$ cat src/rtl/ows_pkg.sv
package ows_pkg;

    // rom id geometry
    localparam int unsigned RomBits = 64;
    localparam int unsigned PosW    = 7;
    localparam int unsigned IdxW    = 6;
    localparam int unsigned CrcW    = 8;

    // dallas crc-8, reflected polynomial x^8+x^5+x^4+1
    localparam logic [CrcW-1:0] CrcPolyRef = 8'h8C;

    // request operation codes
    typedef enum logic [1:0] {
        OP_INIT  = 2'd0,
        OP_BEGIN = 2'd1,
        OP_BIT   = 2'd2
    } t_op;

    // result status codes
    typedef enum logic [2:0] {
        ST_OK      = 3'd0,
        ST_FOUND   = 3'd1,
        ST_CRC_ERR = 3'd2,
        ST_ABORT   = 3'd3,
        ST_NO_PRES = 3'd4,
        ST_IGNORED = 3'd5
    } t_status;

    // search state kept between requests
    typedef struct packed {
        logic [RomBits-1:0] rom_bits;
        logic [PosW-1:0]    last_conflict_pos;
        logic [PosW-1:0]    last_zero_pos;
        logic [PosW-1:0]    bit_position;
        logic               last_found;
        logic [CrcW-1:0]    crc_acc;
        logic               in_pass;
    } t_state;

    // one result
    typedef struct packed {
        logic               drive_bit;
        t_status            status;
        logic               pass_done;
        logic               last_device;
        logic [RomBits-1:0] rom_id;
    } t_result;

    // one request
    typedef struct packed {
        logic [1:0] operation;
        logic       presence;
        logic       id_bit;
        logic       complement_bit;
    } t_req;

    // one bit of the crc shift register
    function automatic logic [CrcW-1:0] crc_bit(input logic [CrcW-1:0] crc, input logic b);
        logic [CrcW-1:0] sh;
        sh = crc >> 1;
        if (crc[0] ^ b) begin
            sh = sh ^ CrcPolyRef;
        end
        return sh;
    endfunction

endpackage

$ cat src/rtl/onewire_rom_search_top.sv
// 1-Wire ROM search engine. Takes one request per cycle while o_in_stall is low (init,
// begin pass, or one read bit pair) and returns exactly one result per request: the
// direction bit to write back, a status, pass-done and last-device flags and the ROM
// ID. A request sits in an input register, where the search step is evaluated
// against the stored search state; the result lands in an output register, and the
// sustained rate is one request per cycle while i_out_stall is low. The search state
// is updated in the same cycle the result is registered, so each request sees the
// effect of the one before it. Holding i_out_stall stops the output register and,
// one request later, the input.
module onewire_rom_search_top (
    input  logic        i_clk,
    input  logic        i_rst_n,
    // request channel
    input  logic        i_in_valid,
    output logic        o_in_stall,
    input  logic [1:0]  i_operation,
    input  logic        i_presence,
    input  logic        i_id_bit,
    input  logic        i_complement_bit,
    // result channel
    output logic        o_out_valid,
    input  logic        i_out_stall,
    output logic        o_drive_bit,
    output logic [2:0]  o_status,
    output logic        o_pass_done,
    output logic        o_last_device,
    output logic [63:0] o_rom_id
);
    import ows_pkg::*;

    logic    r_in_valid;
    t_req    r_req;
    logic    r_out_valid;
    t_result r_res;
    t_state  r_st;
    t_state  n_st;
    t_result n_res;
    logic    out_free;
    logic    advance;
    logic    in_take;

    // pipeline advance
    assign out_free   = !r_out_valid || !i_out_stall;
    assign advance    = r_in_valid && out_free;
    assign o_in_stall = r_in_valid && !out_free;
    assign in_take    = i_in_valid && !o_in_stall;

    // search step
    ows_step u_step (
        .i_state  (r_st),
        .i_req    (r_req),
        .o_state  (n_st),
        .o_result (n_res)
    );

    // input register
    always_ff @(posedge i_clk) begin
        if (!i_rst_n) begin
            r_in_valid <= 1'b0;
        end else if (in_take) begin
            r_in_valid <= 1'b1;
        end else if (advance) begin
            r_in_valid <= 1'b0;
        end
    end

    always_ff @(posedge i_clk) begin
        if (in_take) begin
            r_req.operation      <= i_operation;
            r_req.presence       <= i_presence;
            r_req.id_bit         <= i_id_bit;
            r_req.complement_bit <= i_complement_bit;
        end
    end

    // search state
    always_ff @(posedge i_clk) begin
        if (!i_rst_n) begin
            r_st.rom_bits          <= '0;
            r_st.last_conflict_pos <= '0;
            r_st.last_zero_pos     <= '0;
            r_st.bit_position      <= PosW'(1);
            r_st.last_found        <= 1'b0;
            r_st.crc_acc           <= '0;
            r_st.in_pass           <= 1'b0;
        end else if (advance) begin
            r_st <= n_st;
        end
    end

    // result register
    always_ff @(posedge i_clk) begin
        if (!i_rst_n) begin
            r_out_valid <= 1'b0;
        end else if (out_free) begin
            r_out_valid <= r_in_valid;
        end
    end

    always_ff @(posedge i_clk) begin
        if (advance) begin
            r_res <= n_res;
        end
    end

    assign o_out_valid   = r_out_valid;
    assign o_drive_bit   = r_res.drive_bit;
    assign o_status      = r_res.status;
    assign o_pass_done   = r_res.pass_done;
    assign o_last_device = r_res.last_device;
    assign o_rom_id      = r_res.rom_id;

`ifndef ASSERT_OFF
    // a finished pass leaves no pass open
    a_done_closes: assert property (@(posedge i_clk) disable iff (!i_rst_n)
        advance && n_res.pass_done |=> !r_st.in_pass)
        else $error("pass still open after pass_done");

    // an open pass always points at a bit 1..64
    a_pos_range: assert property (@(posedge i_clk) disable iff (!i_rst_n)
        r_st.in_pass |-> (r_st.bit_position != '0) && (r_st.bit_position <= PosW'(RomBits)))
        else $error("bit position out of range inside a pass");

    // pass_done only with a terminal status
    a_done_status: assert property (@(posedge i_clk) disable iff (!i_rst_n)
        o_out_valid && o_pass_done |->
            (o_status == ST_FOUND) || (o_status == ST_CRC_ERR) ||
            (o_status == ST_ABORT) || (o_status == ST_NO_PRES))
        else $error("pass_done with a non-terminal status");

    // a driven one only comes from a processed bit pair
    a_drive_status: assert property (@(posedge i_clk) disable iff (!i_rst_n)
        o_out_valid && o_drive_bit |->
            (o_status == ST_OK) || (o_status == ST_FOUND) || (o_status == ST_CRC_ERR))
        else $error("drive bit set on a request that drove nothing");

    // state only moves when a request is committed
    a_state_hold: assert property (@(posedge i_clk) disable iff (!i_rst_n)
        !advance |=> $stable(r_st))
        else $error("search state changed without a request");
`endif

endmodule

$ cat src/rtl/ows_step.sv
module ows_step (
    input  ows_pkg::t_state  i_state,
    input  ows_pkg::t_req    i_req,
    output ows_pkg::t_state  o_state,
    output ows_pkg::t_result o_result
);
    import ows_pkg::*;

    // one search step: next state and the result of one request
    always_comb begin
        t_state          n_st;
        logic            drive;
        t_status         status;
        logic            done;
        logic [PosW-1:0] pos;
        logic [IdxW-1:0] idx;
        logic [CrcW-1:0] crc_next;

        n_st     = i_state;
        drive    = 1'b0;
        status   = ST_OK;
        done     = 1'b0;
        pos      = i_state.bit_position;
        idx      = pos[IdxW-1:0] - IdxW'(1);
        crc_next = crc_bit(i_state.crc_acc, 1'b0);

        case (i_req.operation)
            OP_INIT: begin
                n_st.last_conflict_pos = '0;
                n_st.last_found        = 1'b0;
                n_st.in_pass           = 1'b0;
            end
            OP_BEGIN: begin
                if (i_req.presence) begin
                    n_st.in_pass       = 1'b1;
                    n_st.bit_position  = PosW'(1);
                    n_st.last_zero_pos = '0;
                    n_st.crc_acc       = '0;
                end else begin
                    n_st.in_pass = 1'b0;
                    status       = ST_NO_PRES;
                    done         = 1'b1;
                end
            end
            OP_BIT: begin
                if (!i_state.in_pass) begin
                    status = ST_IGNORED;
                end else if (i_req.id_bit && i_req.complement_bit) begin
                    // nobody answered: abort the search
                    n_st.last_found = 1'b1;
                    n_st.in_pass    = 1'b0;
                    status          = ST_ABORT;
                    done            = 1'b1;
                end else begin
                    // pick the direction
                    if (i_req.id_bit) begin
                        drive = 1'b1;
                    end else if (i_req.complement_bit) begin
                        drive = 1'b0;
                    end else if (pos == i_state.last_conflict_pos) begin
                        drive = 1'b1;
                    end else if (pos > i_state.last_conflict_pos) begin
                        drive              = 1'b0;
                        n_st.last_zero_pos = pos;
                    end else begin
                        drive = i_state.rom_bits[idx];
                        if (!drive) begin
                            n_st.last_zero_pos = pos;
                        end
                    end
                    n_st.rom_bits[idx] = drive;
                    crc_next           = crc_bit(i_state.crc_acc, drive);
                    n_st.crc_acc       = crc_next;
                    // end of the 64-bit pass
                    if (pos[PosW-1]) begin
                        n_st.last_conflict_pos = n_st.last_zero_pos;
                        if (n_st.last_zero_pos == '0) begin
                            n_st.last_found = 1'b1;
                        end
                        status       = (crc_next == '0) ? ST_FOUND : ST_CRC_ERR;
                        done         = 1'b1;
                        n_st.in_pass = 1'b0;
                    end
                    n_st.bit_position = pos + PosW'(1);
                end
            end
            default: begin
                status = ST_IGNORED;
            end
        endcase

        o_state              = n_st;
        o_result.drive_bit   = drive;
        o_result.status      = status;
        o_result.pass_done   = done;
        o_result.last_device = n_st.last_found;
        o_result.rom_id      = n_st.rom_bits;
    end

endmodule

$ cat config.mk
export PLATFORM = sky130hd
export DESIGN_NAME = onewire_rom_search_top
export DESIGN_NICKNAME = d
export VERILOG_FILES = /design/src/rtl/ows_pkg.sv /design/src/rtl/onewire_rom_search_top.sv /design/src/rtl/ows_step.sv
export SDC_FILE = /design/constraint.sdc
export NUM_CORES = 1
export LEC_CHECK = 0
export ABC_AREA = 1
export BUFFER_PORTS_ARGS = -buffer_cell sky130_fd_sc_hd__buf_2
export CAP_MARGIN = 20
export CORE_AREA = 2 2 133 135
export CTS_CLUSTER_SIZE = 28
export DETAILED_ROUTE_END_ITERATION = 12
export DIE_AREA = 0 0 135 137
export GPL_TIMING_DRIVEN = 0
export PLACE_DENSITY_LB_ADDON = 0.25
export SYNTH_ARGS = -nofsm -noshare
export SYNTH_HDL_FRONTEND = slang
export SYNTH_SLANG_ARGS = --single-unit
$ cat constraint.sdc
create_clock -name i_clk -period 4.27 [get_ports i_clk]
set_clock_uncertainty 0.1 [all_clocks]
set_input_delay 0.6405 -clock i_clk [delete_from_list [all_inputs] [get_ports i_clk]]
set_output_delay 0.6405 -clock i_clk [all_outputs]
set_load 0.005 [all_outputs]
* Word-level counts from Yosys, hierarchy flattened
Cells that the tools add are included.
** Operators by class
- Equal/unequal tests :: 7
- Muxes and demuxes :: 55
- $lt $le $gt $ge :: 3
- Reduce and logical (&&, ||, !) cells :: 21
- Bitwise gates (word level) :: 4
- Add/sub/neg operators :: 2
** Operator list (count)
- $mux 95 :: 1
- $mux 85 :: 1
- $bwmux 64 :: 1
- $mux 64 :: 1
- $mux 7 :: 9
- $mux 8 :: 6
- $pmux 14 s2 :: 1
- $mux 1 :: 21
- $pmux 8 s2 :: 1
- $mux 14 :: 1
- $pmux 7 s2 :: 1
- $mux 3 :: 4
- $reduce_and 5->1 :: 2
- $pmux 3 s3 :: 1
- $logic_not 8->1 :: 1
- $ne 2x2->1 const B :: 4
- $add 7x1->7 const B :: 1
- $eq 7x7->1 :: 1
- $gt 7x7->1 :: 1
- $logic_not 7->1 :: 1
- $lt 6x7->1 const B :: 1
- $bmux 1 s6 :: 1
- $demux 1 s6 :: 1
- $ge 6x1->1 const B :: 1
- 17 further kinds :: 28
** Storage, ports and cells
- Flip-flop bits (word level) :: 172
- Output and inout bits :: 72
- Word-level logic and storage cells :: 110
- Input port bits :: 9

* Logic depth before layout (Yosys ltp)
- Depth after elaboration :: 21
- Mapped depth :: 23
- Gate-level depth less buffers :: 22

* By module
A second synthesis with hierarchy kept.
** Second synthesis, totals
- Cell total of the unflattened synthesis :: 1503
- Area, all modules :: 10521.3 um^2
** By module, submodules not included
- onewire_rom_search_top :: cells each 709, area an instance 6715.2 um^2, sequential area each 4194.0 um^2, instances 1
- ows_step :: cells each 794, area an instance 3806.2 um^2, sequential area each 0.0 um^2, instances 1

* Least setup slack after synthesis
OpenSTA, ideal clock, no wires.
- Path type :: in2reg
- Start :: in i_out_stall
- End :: reg r_res, in the netlist o_drive_bit (enable)
- Arrival :: 3.314 ns
- Data required time :: 3.708 ns
- Setup slack :: 0.394 ns
- Stages :: 5
- Setup time :: 0.462 ns
- Path buffers :: 2
- Path through :: nand2_1 > inv_1 > nor2_2 > clkbuf_1 > clkbuf_1
** On the way
- Word-level cells in the longest chain between the ends :: 3
** RTL lines
- start: declaration :: line onewire_rom_search_top.sv:22 : input logic i_out_stall,
- $logic_not 1->1 :: line onewire_rom_search_top.sv:43 : assign out_free = !r_out_valid || !i_out_stall;
- $logic_or 1x1->1 :: line onewire_rom_search_top.sv:43
- $logic_and 1x1->1 :: line onewire_rom_search_top.sv:44 : assign advance = r_in_valid && out_free;
- net advance :: line onewire_rom_search_top.sv:39 : logic advance;
- end signal: assignment :: line onewire_rom_search_top.sv:102 : r_res <= n_res;
- end: declaration :: line onewire_rom_search_top.sv:34 : t_result r_res;
The timed path passes the listed nets, and every way through them passes these cells.
A chain may end at the register's enable or synchronous reset.

==> metrics <==
layout cells sized above 1=12.01%; initial drt markers=673; Most Used Layer, Global Route=met2; worst reg-to-reg path cell count=13; static leakage=between 0.004 and 0.005 uW; hold_buf cts=0; Cells after DPL=around 1400; ys async rst share=0%; DRC viols=0; Post-synth top flop=dfxtp_1; flops & latches, synth=roughly 170; Max H-tree Level=4; outcome=finished clean; crit path kind=flip-flop to flip-flop; largest net degree at the start of global routing=51; Seq/Total Area, Yosys=between 50% and 60%; Global Route met2 Usage=about two fifths; Post-synth EDFFs=between 70 and 80; Final Non-Filler Cells=~1400; Max VDD drop=0.3260 mV; CTS Sinks=172; diodes inserted=0; met3 Usage GRT=a little over 5%; first-pass detailed-route iteration total=5; Syn Std Cell Area=about 8300 sq um; clock-pin slew on the worst setup and hold paths=around 0.060 ns; PD cells=411.5 nW/um^2; io pins=81; vias in the first global route=between 7000 and 8000; min Tclk post-route=roughly 3.6 ns; routed vias/inst=about 5.3; Post-CTS Resized=0; WHS Path Cells=1; Die ar.=about 18000 sq um; RSZ-0062 raised after global routing=no; WL/cell=approximately 16 um; All-Layer GR Usage=about a quarter; largest area contributor in the netlist=edfxtp_1; Max Cap Violations=0; Setup TNS=0 ns; drt total wl=22.12 mm; Critical R2R Capture=o_rom_id[58]; Rows=48; Clock Path Buffers=2; routing usage on met1=between 30 and 40%; initial core utilization=between 40 and 50%; final net count=between 1000 and 1500; Worst Setup End Kind=flip-flop; FILL cells=1588; final setup fails=0; Worst Hold Class=input pin to flip-flop; clk_lat worst skew=approximately 0.44 ns; Yosys warnings=0; Clock Tree Root=clkbuf_16; worst r2r src=r_req[3]; Post-Synthesis Cells=1087; Cell variety after synth=36; CP Max Fanout=8; Max Clk Rate=277.2 MHz; TritonCTS clock tree=done; Detailed Place HPWL=~15 mm; core area=17060 sq um; largest cells by area after synthesis=edfxtp_1, dfxtp_1, nand2_1; design area=9654 sq um; FF-to-FF setup slack=roughly 0.66 ns; startpoint types=flip-flop; Hold EP=r_req[2]; Post-Syn Area per Cell=around 7.7 sq um; Port-buffer cells=79; # Post-CTS Setup Buffers=0; first-pass GRT wire length=35.18 mm; Arrival @ worst endpoint=~3.7 ns; Relative slew margins=34.51%; required time worst endpoint=between 4 and 5 ns; post-synth top area share=about 27%; via count=~7500; area delta synth->final=15.77%; Die Height=roughly 140 um; final hold violation count=0; beginning of the worst hold path=i_presence; Mapped Nets=approximately 1100; antenna violations before repair=0; Die X=approximately 140 um; grt ovf=0; GPL Wtd Cong=roughly 0.96; DRT antenna net count=0; final period utilization=84.48%; actual slew at the worst max-slew pin=~0.98 ns; Pins Over Slew Limit=0; DP Area=slightly above 9000 sq um; total CTS buffers=17
## cell usage after synthesis (9+ instances only)
| cell | instances |
|---|---|
| dfxtp_1 | 97 |
| inv_1 | 164 |
| clkbuf_1 | 26 |
| o21ai_1 | 65 |
| nand4_1 | 11 |
| nor3_1 | 9 |
| nand2_1 | 253 |
| nor2_1 | 88 |
| edfxtp_1 | 75 |
| nand3_1 | 36 |
| ha_1 | 13 |
| o21ai_0 | 98 |
| a21oi_1 | 103 |
## logic make-up (layout without fill, tap and decap cells)
family	Yosys count	in the layout	share of synthesized area [%]
xor gates and xnor gates	1	1	0.1050
AOI/OAI and AO/OA	272	272	16.50
and+or+nand+nor	416	416	20.89
DFF	172	172	50.29
buffers and inverters	213	325	10.26
adders and majority gates	13	13	1.951
## stage by stage
step	setup slack (ns)	util (%)	power, uW	hold WS, ns
after CTS	0.7203	56.60	3982	0.2696
after floorplan	0.3944	-	2228	0.3485
final	0.6626	56.60	3972	0.2808
after detailed placement	0.7256	53.04	2384	0.3717
after global placement	-1.026	52.86	2376	0.3580
after global routing	0.4432	56.60	4128	0.2742
## layer usage
layer / up-vias / wire length (um) / share of wire [%]
met3: 52 / 1457 / 6.6
met5: - / 0 / 0
met1: 3463 / 9408 / 43
met2: 261 / 10650 / 48
met4: 0 / 607 / 2.7
li1: 3735 / - / -
## registers in the layout, indices dropped and copies added (netlist names)
| register | cells |
|---|---|
| r_st | 95 |
| o_rom_id | 64 |
| r_req | 5 |
| o_status | 3 |
| o_drive_bit | 1 |
| o_last_device | 1 |
| o_out_valid | 1 |
| o_pass_done | 1 |
| r_in_valid | 1 |
## how the worst max path moves through the flow
stage                            from            to  cells after the start
after floorplan           i_out_stall   o_drive_bit                      5
after global placement    i_out_stall      r_st[77]                      7
after detailed placement     r_st[10]  o_rom_id[59]                     20
after CTS                    r_st[10]  o_rom_id[59]                     20
after global routing         r_req[3]  o_rom_id[58]                     13
final                        r_req[3]  o_rom_id[58]                     13
## worst max-delay path: stages (launching register included)
cell,delay (ns)
edfxtp_1,0.42
inv_1,0.10
ha_1,0.28
nand2_1,0.16
nor2_1,0.45
inv_1,0.25
nor2_1,0.14
inv_1,0.09
nor2_1,0.75
inv_1,0.16
nor2_1,0.19
nand2_1,0.07
o21ai_1,0.14
inv_1,0.07
## power breakdown
group	leakage [uW]	switching, uW	internal [uW]	total (uW)
combinational	0.00262	332	163	495
clock	0.000291	642	972	1610
sequential	0.00152	44.5	1820	1860
## layout by cell type, fill, tap and decap left out, types with 13 or more instances in the layout
master	instances
o21ai_1	65
o21ai_0	98
inv_1	164
ha_1	13
edfxtp_1	75
buf_2	86
nor2_1	88
clkbuf_1	27
nand3_1	36
a21oi_1	103
nand2_1	253
clkbuf_16	17
dfxtp_1	97
## cell type report
class                           count  area, sq um  area share, %
Multi-Input combinational cell    702         3289          34.07
Inverter                          170        640.6          6.636
Clock inverter                     13        173.9          1.801
Buffer                             43        219.0          2.268
Sequential cell                   172         4194          43.44
Tap cell                          225        281.5          2.916
Timing Repair Buffer               80        422.9          4.381
Clock buffer                       19        432.9          4.484
Power figures use the tool's default switching activity.
